==> config.mk <==
export PLATFORM = sky130hd
export DESIGN_NAME = bth_ctrl
export DESIGN_NICKNAME = d
export VERILOG_FILES = /design/src/hw/rtl/bth_pkg.sv /design/src/hw/rtl/bth_ctrl.sv
export SDC_FILE = /design/constraint.sdc
export NUM_CORES = 1
export LEC_CHECK = 0
export ABC_AREA = 1
export CAP_MARGIN = 20
export CORE_MARGIN = 1.5
export CORE_UTILIZATION = 30
export DETAILED_ROUTE_END_ITERATION = 10
export DONT_BUFFER_PORTS = 1
export PLACE_DENSITY = 0.48
export SYNTH_ARGS = -nofsm -noshare
export SYNTH_HDL_FRONTEND = slang
export SYNTH_SLANG_ARGS = --single-unit
==> constraint.sdc <==
create_clock -name clk -period 0.9 [get_ports clk]
set_input_delay 0.045 -clock clk [delete_from_list [all_inputs] [get_ports clk]]
set_output_delay 0.045 -clock clk [all_outputs]
set_load 0.01 [all_outputs]
==> src/hw/rtl/bth_pkg.sv <==
`timescale 1ns / 1ps

package bth_pkg;

  localparam int MAX_ENTRIES_DEF = 64;
  localparam int CAP_W = 7;
  localparam int HELD_W = 7;
  localparam logic [CAP_W-1:0] CAP_RESET = 7'd64;

  localparam logic [1:0] CMD_INSERT  = 2'd0;
  localparam logic [1:0] CMD_EXTRACT = 2'd1;
  localparam logic [1:0] CMD_PEEK    = 2'd2;

  localparam logic [1:0] STAT_INSERTED  = 2'd0;
  localparam logic [1:0] STAT_REPLACED  = 2'd1;
  localparam logic [1:0] STAT_DISCARDED = 2'd2;
  localparam logic [1:0] STAT_EMPTY     = 2'd3;

  typedef struct packed {
    logic signed [15:0] score;
    logic signed [15:0] pair;
    logic [31:0]        tag;
  } hit_t;

  typedef struct packed {
    logic [1:0]         command;
    logic signed [15:0] new_score;
    logic signed [15:0] new_pair_score;
    logic [31:0]        new_tag;
  } in_word_t;

  typedef struct packed {
    logic [1:0]         status;
    logic signed [15:0] out_score;
    logic signed [15:0] out_pair_score;
    logic [31:0]        out_tag;
    logic [HELD_W-1:0]  entries_held;
  } out_word_t;

  typedef enum logic [3:0] {
    S_IDLE,
    S_DISPATCH,
    S_DECIDE,
    S_LOAD_LAST,
    S_UP_RD,
    S_UP_CMP,
    S_DOWN_RD,
    S_DOWN_CMP,
    S_FINISH
  } state_t;

  typedef enum logic [3:0] {
    OP_NONE,
    OP_START_UP,
    OP_START_REPL,
    OP_REPORT,
    OP_EXTRACT,
    OP_LOAD_LAST,
    OP_UP_STEP,
    OP_DOWN_STEP,
    OP_PUT
  } dp_op_t;

  typedef enum logic [1:0] {
    RD_ROOT,
    RD_PARENT,
    RD_CHILD,
    RD_LAST
  } rd_sel_t;

  typedef struct packed {
    logic       accept;
    logic       set_status;
    logic [1:0] status;
    dp_op_t     op;
    rd_sel_t    rd_sel;
    logic       out_load;
  } ctl_t;

  typedef struct packed {
    logic [1:0] cmd;
    logic       full;
    logic       empty;
    logic       last_one;
    logic       root_below_new;
    logic       at_root;
    logic       up_move;
    logic       down_move;
  } sts_t;

  function automatic logic ranks_below(hit_t a, hit_t b);
    return (a.score < b.score) || ((a.score == b.score) && (a.pair > b.pair));
  endfunction

endpackage

==> src/hw/rtl/bth_ctrl.sv <==
`timescale 1ns / 1ps

module bth_ctrl (
  input  logic         clk,
  input  logic         rst_n,
  input  logic         in_valid,
  output logic         in_stall,
  output logic         out_valid,
  input  logic         out_stall,
  input  bth_pkg::sts_t sts,
  output bth_pkg::ctl_t ctl
);
  import bth_pkg::*;

  state_t state_r, state_nxt;
  logic   out_valid_r, out_valid_nxt;

  always_ff @(posedge clk) begin
    if (!rst_n) begin
      state_r     <= S_IDLE;
      out_valid_r <= 1'b0;
    end else begin
      state_r     <= state_nxt;
      out_valid_r <= out_valid_nxt;
    end
  end

  always_comb begin
    state_nxt      = state_r;
    ctl.accept     = 1'b0;
    ctl.set_status = 1'b0;
    ctl.status     = STAT_INSERTED;
    ctl.op         = OP_NONE;
    ctl.rd_sel     = RD_ROOT;
    ctl.out_load   = 1'b0;
    case (state_r)
      S_IDLE: begin
        if (in_valid) begin
          ctl.accept = 1'b1;
          state_nxt  = S_DISPATCH;
        end
      end
      S_DISPATCH: begin
        ctl.rd_sel = RD_ROOT;
        if (sts.cmd == CMD_INSERT && !sts.full) begin
          ctl.op         = OP_START_UP;
          ctl.set_status = 1'b1;
          ctl.status     = STAT_INSERTED;
          state_nxt      = S_UP_RD;
        end else begin
          state_nxt = S_DECIDE;
        end
      end
      S_DECIDE: begin
        ctl.set_status = 1'b1;
        case (sts.cmd)
          CMD_INSERT: begin
            if (sts.root_below_new) begin
              ctl.op     = OP_START_REPL;
              ctl.status = STAT_REPLACED;
              state_nxt  = S_DOWN_RD;
            end else begin
              ctl.status = STAT_DISCARDED;
              state_nxt  = S_FINISH;
            end
          end
          CMD_EXTRACT: begin
            if (sts.empty) begin
              ctl.status = STAT_EMPTY;
              state_nxt  = S_FINISH;
            end else begin
              ctl.status = STAT_INSERTED;
              ctl.op     = OP_EXTRACT;
              ctl.rd_sel = RD_LAST;
              state_nxt  = sts.last_one ? S_FINISH : S_LOAD_LAST;
            end
          end
          default: begin
            if (sts.empty) begin
              ctl.status = STAT_EMPTY;
            end else begin
              ctl.status = STAT_INSERTED;
              ctl.op     = OP_REPORT;
            end
            state_nxt = S_FINISH;
          end
        endcase
      end
      S_LOAD_LAST: begin
        ctl.op    = OP_LOAD_LAST;
        state_nxt = S_DOWN_RD;
      end
      S_UP_RD: begin
        if (sts.at_root) begin
          ctl.op    = OP_PUT;
          state_nxt = S_FINISH;
        end else begin
          ctl.rd_sel = RD_PARENT;
          state_nxt  = S_UP_CMP;
        end
      end
      S_UP_CMP: begin
        if (sts.up_move) begin
          ctl.op    = OP_UP_STEP;
          state_nxt = S_UP_RD;
        end else begin
          ctl.op    = OP_PUT;
          state_nxt = S_FINISH;
        end
      end
      S_DOWN_RD: begin
        ctl.rd_sel = RD_CHILD;
        state_nxt  = S_DOWN_CMP;
      end
      S_DOWN_CMP: begin
        if (sts.down_move) begin
          ctl.op    = OP_DOWN_STEP;
          state_nxt = S_DOWN_RD;
        end else begin
          ctl.op    = OP_PUT;
          state_nxt = S_FINISH;
        end
      end
      S_FINISH: begin
        if (!out_valid_r || !out_stall) begin
          ctl.out_load = 1'b1;
          state_nxt    = S_IDLE;
        end
      end
      default: begin
        state_nxt = S_IDLE;
      end
    endcase
  end

  assign out_valid_nxt = ctl.out_load | (out_valid_r & out_stall);
  assign out_valid     = out_valid_r;
  assign in_stall      = (state_r != S_IDLE);

endmodule

==> results of run 1 <==
==> area by class of cell <==
type / count / area (um2)
clock buffer: 4 / 26.3
fill: 164 / 731
inverter: 18 / 72.6
multi-input combinational: 64 / 407
sequential: 5 / 110
tap: 16 / 20.0
timing repair buffer: 15 / 123
==> worst max-delay path, cell delays in order (launching register included) <==
cell	delay [ps]
dfxtp_2	330
inv_2	80
nand2_4	80
nor2_4	160
nand3b_1	180
nand3_2	130
==> logic make-up after synthesis <==
group | after synthesis | synth area share [%]
flops | 5 | 21.1
buf+inv | 18 | 14.2
compound gates | 6 | 7.39
simple gates | 58 | 57.3
==> timing repair <==
| item | in CTS | in global routing |
|---|---|---|
| pin swaps | 5 | 8 |
| endpoints found under the setup margin | 17 | 17 |
| gates resized for setup | 15 | 13 |
| endpoints found under the hold margin | 5 | 1 |
| buffers inserted | 2 | 2 |
==> layer usage <==
layer	global-route usage, %	up-vias
met2	27.0	21
met5	0	-
met3	3.40	0
met4	7.50	0
li1	-	312
met1	18.8	268
==> Yosys cell counts <==
library cell | count | area share, %
nor2_1 | 18 | 14
nand3_1 | 14 | 15
o21ai_0 | 2 | 2.1
a21oi_1 | 2 | 2.1
o211ai_1 | 2 | 3.2
dfxtp_1 | 5 | 21
nand3b_1 | 3 | 4.7
nand3_2 | 1 | 2.1
nand2_2 | 1 | 1.3
nor2_2 | 2 | 2.6
inv_1 | 17 | 13
nand2_1 | 16 | 13
inv_2 | 1 | 0.79
nand4_1 | 1 | 1.3
nor2_4 | 1 | 2.4
nor3_1 | 1 | 1.1
==> worst paths after layout <==
check                           startpoint         end  slack, ps  depth (start not counted)
worst max-delay path            state_r[3]      ctl[5]       -350                          5
worst min-delay path             out_stall   out_valid        -30                          2
worst max register to register  state_r[3]  state_r[1]       -210                          7
worst min register to register   out_valid   out_valid        500                          2
==> registers in the layout, summed over array words and instances (netlist names) <==
register / count
state_r: 4
out_valid: 1
==> power by group through the flow <==
stage	Combinational [mW]	Sequential, mW	Clock [mW]
floorplan	0.152	0.257	0
global placement	0.204	0.260	0
detailed placement	0.204	0.260	0
CTS	0.240	0.255	0.264
global route	0.305	0.262	0.274
finish	0.276	0.260	0.254
==> placed cells by master, fill, tap and decap left out, drive strengths merged <==
cell type and n:
inv 18, nand3 15, nand3b 3, clkbuf 4, buf 14, a21oi 2
nand4 1, dfxtp 5, nand2 17, nor3 1, o211ai 2, dlygate4sd3 1
o21ai 2, nor2 21
==> results.md, run 1 <==
* Yosys warns at 0
* Tightest Pin Transition at 322 ps
* Total power at 789 uW
* Mapped Area at 474 um2
* Skew final at 5.67 ps
* Total global-route track usage at 15.9%
* CTS Sinks at 5
* Unique cell type count in the Yosys netlist at 16
* DR vias/cell at 4.93
* Hold Path Class: in -> reg
* DRC errors left at 0
* H-Tree Depth at 1
* P&R area growth vs syn at 59.9%
* Proportion of layout cells with a drive suffix above 1 at 50.9%
* Worst skew pair latency at 240 ps
* Seq pwr share at 32.9%
* Pint at 519 uW
* Max Cap Violations at 0
* Outcome: complete, but fails checks
* # diodes at 0
* # rows at 14
* Vias in the first global route at 555
* Worst vdd rail ir drop at 0.716 mV
* Fin util at 50.9%
* CP endpoint kind: output pin
* CTS Buf Count at 3
* Psw at 271 uW
* Dpl cells at 113
* Slew HR at 78.5%
* LEAKAGE at 0.411 nW
* Worst setup path category: reg -> out
* CTS tree: done
* I/O pin count at 26
* Synth Instances at 87
* Post-Layout Cell Count at 122
* Tcrit/Tclk final at 139%
* Final RePlAce weighted congestion at 0.793
* Clock transition at the registers of the reported paths at 50 ps
* Placed Area at 609 um2
* Pwr dens at 1040 nW/um2
* Initial antenna violation count at 0
* Hold slack at -26.8 ps
* Total negative slack at -4570 ps
* Port Buffer Count at 0
* Slew Limit Fails at 0
* Final min period at 1250 ps
* Sw Share at 34.3%
* Net Count, Synth at 100
* FMAX at 798 MHz
* Met2 WL at 726 um
* Clock network fraction of design power at 32.2%
* Grt ovf at 0
* Die H at 42.8 um
* Final setup vio count at 17
* Initial standard-cell utilization of the core at 31.8%
* WP data required at 850 ps
* Met1 WL at 559 um
* Failing checks: hold timing, setup timing
* Die W at 42.8 um
* Root Buffer: clkbuf_4
* CP Launch Type: register
* Hold Buf Count CTS at 1
* Final Routed Wirelength at 1.39 mm
* CORE AREA at 1490 um2
* Avg WL per Cell at 11.4 um
* DPL Wire Length at 1.08 mm
* Combinational Power Share at 35.0%
* Post-Syn Area per Cell at 5.45 um2
* Die area at 1830 um2
* Remaining antenna violation count at 0
* Slack of the critical path at -353 ps
* Post-synthesis sequential area ratio at 21.1%
* First-pass GRT wire length at 2.19 mm
* RSZ-0062 raised after global routing: yes
* Clock Path Buffers at 2
* Largest fanout on the critical path at 7
* Final net count at 120
* Design area at 758 um2
* Pre-CTS setup slack at -188 ps
* Drt pass-1 iters at 4
* DR WL met3 at 98 um
* Crit path DAT at 1210 ps
* Final hold violation count at 1
* Largest net degree at the start of global routing at 9
* Count of state elements after synthesis at 5
* DR vias at 601
* Top Metal Used: met3
* Initial DRC Count at 12
No activity file was read; power rests on OpenSTA's default activity.
==> run 2, diff against run 1 <==
CORE_MARGIN = default   (was 1.5)
==> run 2 against run 1 <==
The flow still finishes with violations (hold timing, setup timing). Setup slack lost 17 ps. Highest routed layer unchanged. Combinational power down 12%. Core utilization increased by 1.9 points.
==> results.md, run 2 (synthesis gave the netlist of run 1 again) <==
* Outcome: complete, but fails checks
* Failing checks: hold timing, setup timing
* Worst R2R Start: state_r[2]
* First-pass GRT wire length at 1.97 mm
* CP startpoint: state_r[3]
* CORE AREA at 1380 um2
* LEAKAGE at 0.400 nW
* CP Launch Type: register
* CP max stage delay at 340 ps
* Met2 WL at 581 um
* Tcrit/Tclk final at 141%
* Max reg flops at 4
* Proportion of layout cells with a drive suffix above 1 at 43.8%
* Initial antenna violation count at 0
* Top reg by flops: state_r
* Design area at 731 um2
* Initial standard-cell utilization of the core at 34.3%
* Slew HR at 79.5%
* Largest fanout on the critical path at 7
* Die H at 41.8 um
* Clock transition at the registers of the reported paths at 40 ps
* Most frequent cells in the layout: nor2_1 (14), inv_1 (12), nand3_1 (11), buf_4 (11), nand2_1 (10)
* Grt ovf at 0
* H-Tree Depth at 1
* Met1 WL at 580 um
* DR vias at 585
* DR WL met3 at 80 um
* Drt pass-1 iters at 4
* Vias in the first global route at 490
* Beginning of the worst hold path: out_stall
* Pwr dens at 1040 nW/um2
* CTS Buf Count at 3
* DR vias/cell at 4.88
* Root Buffer: clkbuf_4
* Total negative slack at -4300 ps
* Hold Path Class: in -> reg
* # rows at 13
* Placed Area at 601 um2
* WP data required at 850 ps
* Final min period at 1270 ps
* Final hold violation count at 1
* CP endpoint kind: output pin
* Crit path DAT at 1230 ps
* Hold slack at -10.2 ps
* P&R area growth vs syn at 54.1%
* Avg WL per Cell at 10.4 um
* Slack of the critical path at -370 ps
* Total power at 758 uW
* I/O pin count at 26
* Largest net degree at the start of global routing at 9
* Final RePlAce weighted congestion at 0.840
* DPL Wire Length at 1.00 mm
* Final Routed Wirelength at 1.24 mm
* Most common cell after layout, fill and taps aside: nor2_1
* Clock Path Buffers at 2
* Slowest CP cell: dfxtp_2
* Die W at 41.8 um
* DRC errors left at 0
* Skew final at 2.43 ps
* Die area at 1740 um2
* Max Cap Violations at 0
* Critical path, cell by cell: inv_4 -> nand2_4 -> nor2_4 -> nand3b_1 -> nand2_2
* # diodes at 0
* Slew Limit Fails at 0
* Final setup vio count at 17
* CTS tree: done
* Initial DRC Count at 4
* Top Metal Used: met3
* RSZ-0062 raised after global routing: yes
* Worst vdd rail ir drop at 1.10 mV
* Worst skew pair latency at 240 ps
* Final net count at 119
* Port Buffer Count at 0
* Remaining antenna violation count at 0
* CTS Sinks at 5
* Total global-route track usage at 14.4%
* Tightest Pin Transition at 306 ps
* FMAX at 787 MHz
* Worst setup path category: reg -> out
## run 2: changes by cell type in the layout (fill, tap and decap cells not counted), sizes merged
cell  before  now
buf       14   13
## run 2: layout make-up
type | instances | area, um2
tap | 15 | 18.8
multi-input combinational | 64 | 385
inverter | 18 | 75.1
timing repair buffer | 14 | 115
sequential | 5 | 110
fill | 136 | 652
clock buffer | 4 | 26.3
## run 2: per-stage QoR
step | utilization [%] | hold slack [ps] | setup slack [ps] | cells
2_1_floorplan | - | 143 | -53.2 | 87
3_3_place_gp | 43.4 | 146 | -200 | 111
3_5_place_dp | 43.4 | 149 | -187 | 111
4_1_cts | 51.7 | -28.3 | -394 | 120
5_1_grt | 52.9 | 9.82 | -465 | 120
6_report | 52.9 | -10.2 | -370 | 120
## run 2: repair_timing
action | in CTS | in global routing
hold endpoints to repair | 5 | 0
buffers inserted | 4 | 0
hold buffers | 1 | 0
pin swaps | 6 | 6
resized for setup | 14 | 7
setup endpoints to repair | 17 | 17
## run 2: final timing paths
path,endpoint,slack [ps],depth (start not counted)
max reg2reg,state_r[1],-220,6
max,ctl[1],-370,5
min reg2reg,out_valid,500,2
min,out_valid,-10,2
## run 2: worst max-delay path, delay by kind of cell (launching register included)
kind,cells,cell delay (ps)
buffers and inverters,1,70
flip-flops,1,340
AND/OR/NAND/NOR,4,590
## run 2: report_power, final
| part | leakage [nW] | total (mW) | internal [mW] | switching (mW) |
|---|---|---|---|---|
| logic | 0.342 | 0.243 | 0.0989 | 0.144 |
| registers | 0.0431 | 0.263 | 0.237 | 0.0264 |
| clock network | 0.0150 | 0.252 | 0.167 | 0.0849 |
| total | 0.400 | 0.758 | 0.503 | 0.255 |
## run 2: metal layers
metal	track usage [%]	vias to the layer above
met2	23.4	19
met3	5.65	0
met5	0	-
li1	-	313
met1	19.0	253
met4	0	0
